`config.mk`:
```
export PLATFORM = sky130hd
export DESIGN_NAME = slc_ctrl
export DESIGN_NICKNAME = d
export VERILOG_FILES = /design/src/hdl/slc_pkg.sv /design/src/hdl/slc_ctrl.sv
export SDC_FILE = /design/constraint.sdc
export NUM_CORES = 2
export LEC_CHECK = 0
export ABC_AREA = 1
export BUFFER_PORTS_ARGS = -buffer_cell sky130_fd_sc_hd__buf_2
export CAP_MARGIN = 15
export CORE_AREA = 4 4 473 475
export CTS_CLUSTER_SIZE = 30
export DETAILED_ROUTE_END_ITERATION = 8
export DIE_AREA = 0 0 477 479
export MAX_ROUTING_LAYER = met4
export PLACE_DENSITY = 0.3
export SLEW_MARGIN = 20
export SYNTH_ARGS = -nofsm -noshare
export SYNTH_HDL_FRONTEND = slang
export SYNTH_SLANG_ARGS = --single-unit
export TNS_END_PERCENT = 5
```
`constraint.sdc`:
```
create_clock -name clk -period 5.7 [get_ports clk]
set_clock_uncertainty 0.05 [all_clocks]
set_input_delay 1.14 -clock clk [delete_from_list [all_inputs] [get_ports clk]]
set_output_delay 1.14 -clock clk [all_outputs]
set_load 0.02 [all_outputs]
```
`src/hdl/slc_pkg.sv`:
```
// ----------------------------------------------------------------------------
// slc_pkg
// Shared types and codes for the set-associative LRU cache simulator.
// ----------------------------------------------------------------------------
package slc_pkg;

    // Access kinds carried on the mode field. Any other code acts as a load.
    localparam logic [1:0] MODE_LOAD   = 2'd0;
    localparam logic [1:0] MODE_STORE  = 2'd1;
    localparam logic [1:0] MODE_MODIFY = 2'd2;

    // Result of the first lookup of an access.
    localparam logic [1:0] OUT_HIT   = 2'd0;
    localparam logic [1:0] OUT_FILL  = 2'd1;
    localparam logic [1:0] OUT_EVICT = 2'd2;

    // Configuration register indexes.
    localparam logic [1:0] REG_SET_BITS    = 2'd0;
    localparam logic [1:0] REG_OFFSET_BITS = 2'd1;
    localparam logic [1:0] REG_WAYS        = 2'd2;

    // Widths of the configuration port.
    localparam int CFG_IDX_W  = 2;
    localparam int CFG_DATA_W = 5;

    // Live configuration as seen by the controller.
    typedef struct packed {
        logic [2:0] set_bits;
        logic [4:0] offset_bits;
        logic [3:0] ways;
    } cfg_t;

    // One cache line as held in the set memory.
    typedef struct packed {
        logic        valid;
        logic [31:0] tag;
        logic [31:0] stamp;
    } line_t;

endpackage

```
`src/hdl/slc_ctrl.sv`:
```
// ----------------------------------------------------------------------------
// slc_ctrl
// Access sequencer: splits the address, reads the set, compares all ways,
// scans stamps for the LRU victim on an eviction, writes the set back and
// keeps the stamp and the running totals. Clears the set memory after reset.
// ----------------------------------------------------------------------------
module slc_ctrl #(
    parameter int MAX_SET_BITS = 6,
    parameter int MAX_WAYS     = 8,
    parameter int SET_AW       = 6,
    parameter int DEPTH        = 64
) (
    input  logic                          clk,
    input  logic                          rst_n,
    input  slc_pkg::cfg_t                 cfg,
    input  logic                          start,
    input  logic [1:0]                    mode,
    input  logic [31:0]                   address,
    output logic                          busy,
    output logic                          done,
    output logic [1:0]                    outcome,
    output logic                          second_hit,
    output logic [31:0]                   hit_total,
    output logic [31:0]                   miss_total,
    output logic [31:0]                   eviction_total,
    output logic                          ram_rd_en,
    output logic [SET_AW-1:0]             ram_rd_addr,
    input  slc_pkg::line_t [MAX_WAYS-1:0] ram_rd_data,
    output logic                          ram_wr_en,
    output logic [SET_AW-1:0]             ram_wr_addr,
    output slc_pkg::line_t [MAX_WAYS-1:0] ram_wr_data
);
    import slc_pkg::*;

    localparam int WIDX_W = (MAX_WAYS > 1) ? $clog2(MAX_WAYS) : 1;
    localparam logic [4:0] WAYS_LIM = 5'(MAX_WAYS);
    localparam logic [3:0] SET_LIM  = 4'(MAX_SET_BITS);
    localparam logic [SET_AW-1:0] CLR_LAST = SET_AW'(DEPTH - 1);

    typedef enum logic [1:0] {
        ST_CLEAR,
        ST_IDLE,
        ST_LOOK,
        ST_SCAN
    } state_t;

    state_t              state_reg, state_next;
    logic                busy_reg, busy_next;
    logic                done_reg, done_next;
    logic [1:0]          outcome_reg, outcome_next;
    logic                second_reg, second_next;
    logic [31:0]         hits_reg, hits_next;
    logic [31:0]         misses_reg, misses_next;
    logic [31:0]         evict_reg, evict_next;
    logic [31:0]         stamp_reg, stamp_next;
    logic [SET_AW-1:0]   clr_reg, clr_next;
    logic [SET_AW-1:0]   set_reg, set_next;
    logic [31:0]         tag_reg, tag_next;
    logic                modify_reg, modify_next;
    logic [WIDX_W-1:0]   scan_reg, scan_next;
    logic [WIDX_W-1:0]   victim_reg, victim_next;
    logic [31:0]         min_reg, min_next;

    logic [3:0]          eff_sb;
    logic [5:0]          split_sum;
    logic [SET_AW-1:0]   set_mask;
    logic [SET_AW-1:0]   set_in;
    logic [31:0]         tag_in;
    logic [31:0]         shifted;
    logic [4:0]          eff_ways;
    logic [MAX_WAYS-1:0] hit_vec;
    logic [MAX_WAYS-1:0] inv_vec;
    logic [WIDX_W-1:0]   hit_way;
    logic [WIDX_W-1:0]   inv_way;
    logic [31:0]         cand_stamp;
    logic                cand_less;
    logic                scan_last;
    logic                commit_en;
    logic [WIDX_W-1:0]   commit_way;
    logic [1:0]          commit_outcome;
    logic [31:0]         commit_stamp;
    line_t [MAX_WAYS-1:0] new_row;

    // Address split under the live configuration.
    always_comb
    begin
        eff_sb    = ({1'b0, cfg.set_bits} > SET_LIM) ? SET_LIM : {1'b0, cfg.set_bits};
        split_sum = {2'b00, eff_sb} + {1'b0, cfg.offset_bits};
        set_mask  = ~({SET_AW{1'b1}} << eff_sb);
        shifted   = address >> cfg.offset_bits;
        set_in    = shifted[SET_AW-1:0] & set_mask;
        tag_in    = (split_sum >= 6'd32) ? 32'd0 : (address >> split_sum[4:0]);
    end

    // Effective associativity.
    always_comb
    begin
        if (cfg.ways == 4'd0)
        begin
            eff_ways = 5'd1;
        end
        else if ({1'b0, cfg.ways} > WAYS_LIM)
        begin
            eff_ways = WAYS_LIM;
        end
        else
        begin
            eff_ways = {1'b0, cfg.ways};
        end
    end

    // Parallel tag compare and first-invalid search over the read row.
    always_comb
    begin
        hit_way = '0;
        inv_way = '0;
        for (int w = 0; w < MAX_WAYS; w++)
        begin
            hit_vec[w] = (5'(w) < eff_ways) && ram_rd_data[w].valid
                         && (ram_rd_data[w].tag == tag_reg);
            inv_vec[w] = (5'(w) < eff_ways) && !ram_rd_data[w].valid;
        end
        for (int w = MAX_WAYS - 1; w >= 0; w--)
        begin
            if (hit_vec[w])
            begin
                hit_way = WIDX_W'(w);
            end
            if (inv_vec[w])
            begin
                inv_way = WIDX_W'(w);
            end
        end
    end

    // One stamp compare per cycle during the victim scan.
    always_comb
    begin
        cand_stamp = ram_rd_data[scan_reg].stamp;
        cand_less  = cand_stamp < min_reg;
        scan_last  = (5'(scan_reg) == (eff_ways - 5'd1));
    end

    // Decide when and where the set is updated.
    always_comb
    begin
        commit_en      = 1'b0;
        commit_way     = '0;
        commit_outcome = OUT_HIT;
        if (state_reg == ST_LOOK)
        begin
            if (|hit_vec)
            begin
                commit_en  = 1'b1;
                commit_way = hit_way;
            end
            else if (|inv_vec)
            begin
                commit_en      = 1'b1;
                commit_way     = inv_way;
                commit_outcome = OUT_FILL;
            end
            else if (eff_ways == 5'd1)
            begin
                commit_en      = 1'b1;
                commit_outcome = OUT_EVICT;
            end
        end
        else if (state_reg == ST_SCAN && scan_last)
        begin
            commit_en      = 1'b1;
            commit_way     = cand_less ? scan_reg : victim_reg;
            commit_outcome = OUT_EVICT;
        end
    end

    // New row: the chosen way takes the tag and the newest stamp.
    // A modify access stamps its guaranteed second hit as well.
    always_comb
    begin
        commit_stamp = stamp_reg + (modify_reg ? 32'd2 : 32'd1);
        new_row      = ram_rd_data;
        new_row[commit_way].valid = 1'b1;
        new_row[commit_way].tag   = tag_reg;
        new_row[commit_way].stamp = commit_stamp;
    end

    // Memory ports.
    always_comb
    begin
        ram_rd_en   = (state_reg == ST_IDLE) && start;
        ram_rd_addr = set_in;
        ram_wr_en   = (state_reg == ST_CLEAR) || commit_en;
        ram_wr_addr = (state_reg == ST_CLEAR) ? clr_reg : set_reg;
        ram_wr_data = (state_reg == ST_CLEAR) ? '0 : new_row;
    end

    // Next-state logic.
    always_comb
    begin
        state_next   = state_reg;
        done_next    = commit_en;
        outcome_next = outcome_reg;
        second_next  = second_reg;
        hits_next    = hits_reg;
        misses_next  = misses_reg;
        evict_next   = evict_reg;
        stamp_next   = stamp_reg;
        clr_next     = clr_reg;
        set_next     = set_reg;
        tag_next     = tag_reg;
        modify_next  = modify_reg;
        scan_next    = scan_reg;
        victim_next  = victim_reg;
        min_next     = min_reg;

        unique case (state_reg)
            ST_CLEAR:
            begin
                clr_next = clr_reg + 1'b1;
                if (clr_reg == CLR_LAST)
                begin
                    state_next = ST_IDLE;
                end
            end
            ST_IDLE:
            begin
                if (start)
                begin
                    set_next    = set_in;
                    tag_next    = tag_in;
                    modify_next = (mode == MODE_MODIFY);
                    state_next  = ST_LOOK;
                end
            end
            ST_LOOK:
            begin
                if (!commit_en)
                begin
                    scan_next   = WIDX_W'(1);
                    victim_next = '0;
                    min_next    = ram_rd_data[0].stamp;
                    state_next  = ST_SCAN;
                end
            end
            ST_SCAN:
            begin
                if (cand_less)
                begin
                    victim_next = scan_reg;
                    min_next    = cand_stamp;
                end
                scan_next = scan_reg + 1'b1;
            end
            default:
            begin
                state_next = ST_IDLE;
            end
        endcase

        // Update totals and stamp, and finish the access.
        if (commit_en)
        begin
            state_next   = ST_IDLE;
            outcome_next = commit_outcome;
            second_next  = modify_reg;
            stamp_next   = commit_stamp;
            hits_next    = hits_reg + {31'd0, commit_outcome == OUT_HIT}
                           + {31'd0, modify_reg};
            misses_next  = misses_reg + {31'd0, commit_outcome != OUT_HIT};
            evict_next   = evict_reg + {31'd0, commit_outcome == OUT_EVICT};
        end
        busy_next = (state_next != ST_IDLE);
    end

    // State and registered outputs.
    always_ff @(posedge clk or negedge rst_n)
    begin
        if (!rst_n)
        begin
            state_reg   <= ST_CLEAR;
            busy_reg    <= 1'b1;
            done_reg    <= 1'b0;
            outcome_reg <= OUT_HIT;
            second_reg  <= 1'b0;
            hits_reg    <= '0;
            misses_reg  <= '0;
            evict_reg   <= '0;
            stamp_reg   <= '0;
            clr_reg     <= '0;
        end
        else
        begin
            state_reg   <= state_next;
            busy_reg    <= busy_next;
            done_reg    <= done_next;
            outcome_reg <= outcome_next;
            second_reg  <= second_next;
            hits_reg    <= hits_next;
            misses_reg  <= misses_next;
            evict_reg   <= evict_next;
            stamp_reg   <= stamp_next;
            clr_reg     <= clr_next;
        end
    end

    // Access payload registers.
    always_ff @(posedge clk)
    begin
        set_reg    <= set_next;
        tag_reg    <= tag_next;
        modify_reg <= modify_next;
        scan_reg   <= scan_next;
        victim_reg <= victim_next;
        min_reg    <= min_next;
    end

    assign busy           = busy_reg;
    assign done           = done_reg;
    assign outcome        = outcome_reg;
    assign second_hit     = second_reg;
    assign hit_total      = hits_reg;
    assign miss_total     = misses_reg;
    assign eviction_total = evict_reg;

`ifndef SYNTHESIS
    // An accepted access never completes in the following cycle.
    a_no_early_done: assert property (@(posedge clk) disable iff (!rst_n)
        (start && !busy) |=> (!done && busy))
        else $error("result beat too early after accept");

    // The result beat coincides with the block going idle.
    a_done_idle: assert property (@(posedge clk) disable iff (!rst_n)
        done |-> !busy)
        else $error("result beat while busy");

    // Miss and eviction totals move only with a miss result.
    a_miss_total: assert property (@(posedge clk) disable iff (!rst_n)
        (!$stable(miss_total) || !$stable(eviction_total))
        |-> (done && outcome != OUT_HIT))
        else $error("miss totals changed without a miss beat");

    // The hit total moves only with a result beat.
    a_hit_total: assert property (@(posedge clk) disable iff (!rst_n)
        !$stable(hit_total) |-> done)
        else $error("hit total changed without a beat");

    // Reads and writes of the set memory never share a cycle.
    a_port_excl: assert property (@(posedge clk) disable iff (!rst_n)
        !(ram_rd_en && ram_wr_en))
        else $error("set memory read and write collide");
`endif

endmodule

```
# Word-level counts from Yosys, hierarchy flattened
# Index checks and enable logic that the tools add are counted.
totals:
  regBits: 218
  wordCells: 169
classes:
  add_sub_neg: 9
  magnitude_cmp: 15
  eq_ne: 19
  n_shift: 3
  n_mux: 59
  n_bitwise: 2
  reduce_logical: 46
op_table:
  columns: ["cell", "count"]
  rows:
  - ["520-bit bitwise mux", 3]
  - ["65-bit demux with 3-bit select", 3]
  - ["520-bit two-way mux", 1]
  - ["32-bit == test", 8]
  - ["65-bit binary-select mux with 3-bit select", 1]
  - ["32-bit by 1-bit adder with 32-bit output", 4]
  - ["32-bit two-way mux", 4]
  - ["3-bit two-way mux", 24]
  - ["65-bit two-way mux", 1]
  - ["64-bit two-way mux", 1]
  - ["32-bit case mux with 2 select lines", 1]
  - ["32-bit by 2-bit adder with 32-bit output", 1]
  - ["32-bit less-than comparator", 1]
  - ["32-bit by 5-bit right shift with 32-bit output", 1]
  - ["32-bit by 5-bit right shift with 6-bit output", 1]
  - ["1-bit logical AND", 27]
  - ["3-bit by 5-bit less-than comparator with 1-bit output, first input constant", 4]
  - ["2-bit two-way mux", 9]
  - ["8-bit OR reduction", 2]
  - ["3-bit case mux with 2 select lines", 2]
  - ["1-bit by 5-bit less-than comparator with 1-bit output, first input constant", 2]
  - ["2-bit by 5-bit less-than comparator with 1-bit output, first input constant", 2]
  - ["2-bit == test, second input constant", 4]
  - ["1-bit zero test", 8]
  - ["28 further kinds", 38]

# Logic depth before layout (Yosys ltp)
depth:
  depth_word: 24
  depth_mapped: 29
  ltp_nobuf: 27

# Worst setup path before layout
# OpenSTA, ideal clock, no wires.
synth_path:
  path_kind: "reg-to-reg"
  start: "reg scan_reg[0]"
  end: "reg min_reg[0], enable pin"
  setup_time_ns: 0.466
  arrival_time_ns: 5.041
  t_required_ns: 5.184
  slack_ns: 0.144
  path_stages_with_launch: 16
  cell_sequence: "edfxtp_1 inv_1 clkbuf_1 clkbuf_1 clkbuf_1 a21oi_1 o21ai_0 a31oi_1 ha_1 a21oi_1 nor2_1 a211oi_1 o221ai_1 a21oi_1 nand2_1 o21ai_0"
synth_via:
  elab_chain_len: 6
  elab_cells_between_ends: 10
synth_rtl:
  columns: ["item", "line", "text"]
  rows:
  - ["start, declared", "slc_ctrl.sv:60", "logic [WIDX_W-1:0] scan_reg, scan_next;"]
  - ["start signal, assigned", "slc_ctrl.sv:313", "scan_reg <= scan_next;"]
  - ["branches (longest 5 deep; another with 32-bit less-than comparator)", null, null]
  - ["3-bit AND reduction (no source line) *", null, null]
  - ["end signal, assigned", "slc_ctrl.sv:315", "min_reg <= min_next;"]
  - ["end, declared", "slc_ctrl.sv:62", "logic [31:0] min_reg, min_next;"]
# Every way passes the cells marked *. The select of a mux whose other input is x is not followed.
# A chain may end at the register's enable or synchronous reset.

==> results.txt <==
----------------------------------------------------
[Status]
  Run status ... complete, but fails checks
  Violations in the final reports ... negative setup slack

[Synthesis]
  Share of flip-flops with an asynchronous set or reset after synthesis ... 0.647
  Top cells by area, synth ... nand2_1, nor2_1, dfrtp_1
  Synthesis warning total ... 0
  Mapped Avg Cell Area ... roughly 5.3 um2
  Unique masters post-synth ... 51
  Area of the mapped netlist ... 0.0308 mm2
  Share of the yosys chip area belonging to registers ... 0.190
  Top_reg_cell synth ... dfrtp_1
  Flop and latch count out of synthesis ... around 220
  Post-Syn Nets ... approximately 6,400
  Count of flip-flops with a built-in enable after synthesis ... 77
  Biggest area consumer among synthesized cells ... nand2_1
  Gate Count Post-Synth ... around 5,800
  Yosys top cell area share ... 0.222

[Floorplan]
  Number of core rows ... 172
  Starting Density ... 0.140
  Die span in y ... between 400 and 500 um
  Overall die area ... 0.228 mm2
  Core footprint ... approximately 0.22 mm2
  Die X-Extent ... 477 um
  I/O pin count ... 1,204

[Clocking]
  Clock transition at the registers of the reported paths ... 0.06 ns
  Number of buffers added by the clock tree synthesis step ... 36
  Master cell of the clock root buffer ... clkbuf_16
  Clk buf depth ... 3
  Deepest level of the CTS H-tree ... 2
  Clock latency on the worst-skew pair ... approximately 0.60 ns
  TritonCTS clock tree ... built
  Clock sink total ... 218

[Timing]
  Final period util ... 1.12
  Final min period ... roughly 6.4 ns
  Hold violation total from the final report ... 0
  Setup Total Neg Slack ... -273.25 ns
  Setup repair after global routing missed its margin ... true
  Final setup margin ... -0.678 ns
  Slew headroom ... 0.255
  Setup violators final ... 552
  Worst-margin pin slew ... around 1.1 ns
  Maximum achievable frequency ... around 160 MHz
  Fin. max-slew vios ... 0

[Min path]
  Hold/Removal Path Class ... reg -> reg
  Worst hold path depth ... 2
  Start point of the worst min-delay path ... outcome[0]
  Worst Hold Endpoint ... outcome[0]

[Critical path]
  Critical Path Slowest Stage Cell ... edfxtp_1
  Data arrival time at the worst-slack endpoint ... ~5.2 ns
  R2R depth ... just over 40
  Worst setup path category ... reg -> out
  Nature of the critical path startpoint ... register
  Cell with the most instances on the worst path ... buf_4
  Crit Reg-Reg Startpoint ... scan_reg[0]
  CP endpoint kind ... output pin
  Highest net fanout along the worst path ... 10
  Worst Path Required ... 4.51 ns
  Setup crit start ... scan_reg[0]
  Maximum cell stage delay along the critical path ... 0.47 ns
  R2R Path End ... min_reg[28]
  Worst-case register-to-register setup slack ... -0.58 ns

[Place]
  RD Place Congestion ... 1.00
  Number of buffers added on ports ... roughly 1,200
  Post-Place Cells ... 10,300
  Cell area after placement ... about 0.046 mm2
  HPWL after detailed placement ... between 200 and 300 mm

[Detailed routing]
  Number of search-and-repair iterations in the first detailed-routing pass ... 6
  Drt total wl ... 308 mm
  Post-detailed-route count of antenna-violating nets ... 0
  Average wire per cell in the routed design ... 29.1 um
  Detail-routed via count per cell ... ~4.4
  Violation count after the first detailed-routing iteration ... about 3,900
  Remaining DRCs ... 0
  Count of vias placed by the detailed router ... 46,600

[Global route]
  Tot GR Track Use ... 0.259
  Maximum number of pins on one net before global-route repair ... between 80 and 90
  Overflow after GRT ... 0
  Global-route wire length before repair ... approximately 400 mm
  Vias in the first global route ... about 45,000
  Initial antenna violation count ... 89

[Final layout]
  Final core area utilization ... 0.235
  Final Net Count ... 8,208
  Filler instances ... around 26,000
  Area Growth Syn to Fin ... 67.0%
  Layout cells sized above 1 ... 0.329
  Final design instance area without fill ... roughly 0.05 mm2
  Post-route insts no fill ... approximately 11,000

[Power]
  Peak ir drop on the vdd network ... 0.000243 V
  Power after layout ... around 26 mW
  Power per unit of standard cell area ... 499 mW/mm2
  Leakage power figure ... between 20 and 30 nW

[Job]
  Max-cap violations ... 0

----------------------------------------------------
==> cell families after synthesis <==
| family | Yosys count | share of synthesized area |
|---|---|---|
| mux | 20 | 0.00650 |
| simple gates | 3384 | 0.436 |
| buf+inv | 1194 | 0.154 |
| fa+ha+maj | 46 | 0.0194 |
| compound gates | 769 | 0.140 |
| xor+xnor | 192 | 0.0546 |
| flops | 218 | 0.190 |
==> layout by cell type, fill, tap and decap left out, types with 77 or more instances in the layout <==
| cell type | instances |
|---|---|
| nand2_1 | 1759 |
| dfrtp_1 | 140 |
| buf_2 | 1121 |
| nor3_1 | 115 |
| a21oi_1 | 148 |
| nand4_1 | 83 |
| nand3_1 | 103 |
| xor2_1 | 137 |
| o22ai_1 | 100 |
| nor2_1 | 1070 |
| buf_12 | 112 |
| buf_6 | 90 |
| edfxtp_1 | 77 |
| buf_4 | 725 |
| o21ai_0 | 311 |
| inv_1 | 806 |
==> area by class of cell <==
class                           instances  area [um2]  area share
Multi-Input combinational cell       4412       22100       0.430
Timing Repair Buffer                 2094       15300       0.298
Sequential cell                       218        5840       0.114
Tap cell                             2871        3590      0.0698
Inverter                              831        3160      0.0614
Clock buffer                           51        1040      0.0202
Clock inverter                         15         186     0.00362
Antenna cell                           71         178     0.00345
==> layer usage <==
| layer | vias to the layer above | global-route usage | wire [um] |
|---|---|---|---|
| met3 | 369 | 0.0441 | 18100 |
| met2 | 1854 | 0.421 | 144000 |
| li1 | 21700 | - | - |
| met1 | 22600 | 0.329 | 135000 |
| met4 | 0 | 0.0780 | 10800 |
| met5 | - | - | 0 |
==> Yosys cell counts (all sizes together), types with 43 or more instances <==
library cell  instances
nor3                119
edfxtp               77
nand3               115
o22ai               100
clkbuf              193
inv                 829
dfrtp               140
ha                   43
xor2                139
buf                 170
a21oi               177
nand2              1832
o21ai               369
nand4                83
nor2               1169
xnor2                53
==> worst max-delay path, delay by kind of cell, from the launching register on <==
| family | cells | cell delay [ns] |
|---|---|---|
| AND/OR/NAND/NOR | 12 | 1.51 |
| buffers and inverters | 12 | 1.97 |
| flip-flops | 1 | 0.47 |
| adder cells (fa/ha/maj) | 1 | 0.16 |
| AO/OA/AOI/OAI | 3 | 0.44 |
==> report_power, final <==
part | switching (mW) | total [mW] | internal, mW
registers | 0.501 | 2.74 | 2.24
logic | 13.6 | 20.6 | 7.04
clock network | 0.958 | 2.34 | 1.38
==> stage by stage <==
step,setup slack (ns),hold slack [ns]
floorplan,0.144,0.403
global placement,-2.06,0.406
detailed placement,-1.95,0.409
CTS,-0.650,0.425
global route,-0.844,0.453
finish,-0.678,0.418
==> worst max path at each step <==
| stage | endpoint | slack, ns | cells past startpoint |
|---|---|---|---|
| after global routing | ram_wr_data[507] | -0.84 | 28 |
| after floorplan | min_reg[0] | 0.14 | 15 |
| after detailed placement | ram_wr_data[64] | -1.95 | 25 |
| after global placement | ram_wr_data[64] | -2.06 | 25 |
| final | ram_wr_data[507] | -0.68 | 28 |
| after CTS | ram_wr_data[494] | -0.65 | 26 |
==> what timing repair did <==
item,in CTS,in global routing
gates resized for setup,361,318
endpoints found under the setup margin,520,552
pin swaps,58,78
hold buffers,0,0
setup buffers,75,40
gates cloned,11,18
Power figures use the tool's default switching activity.
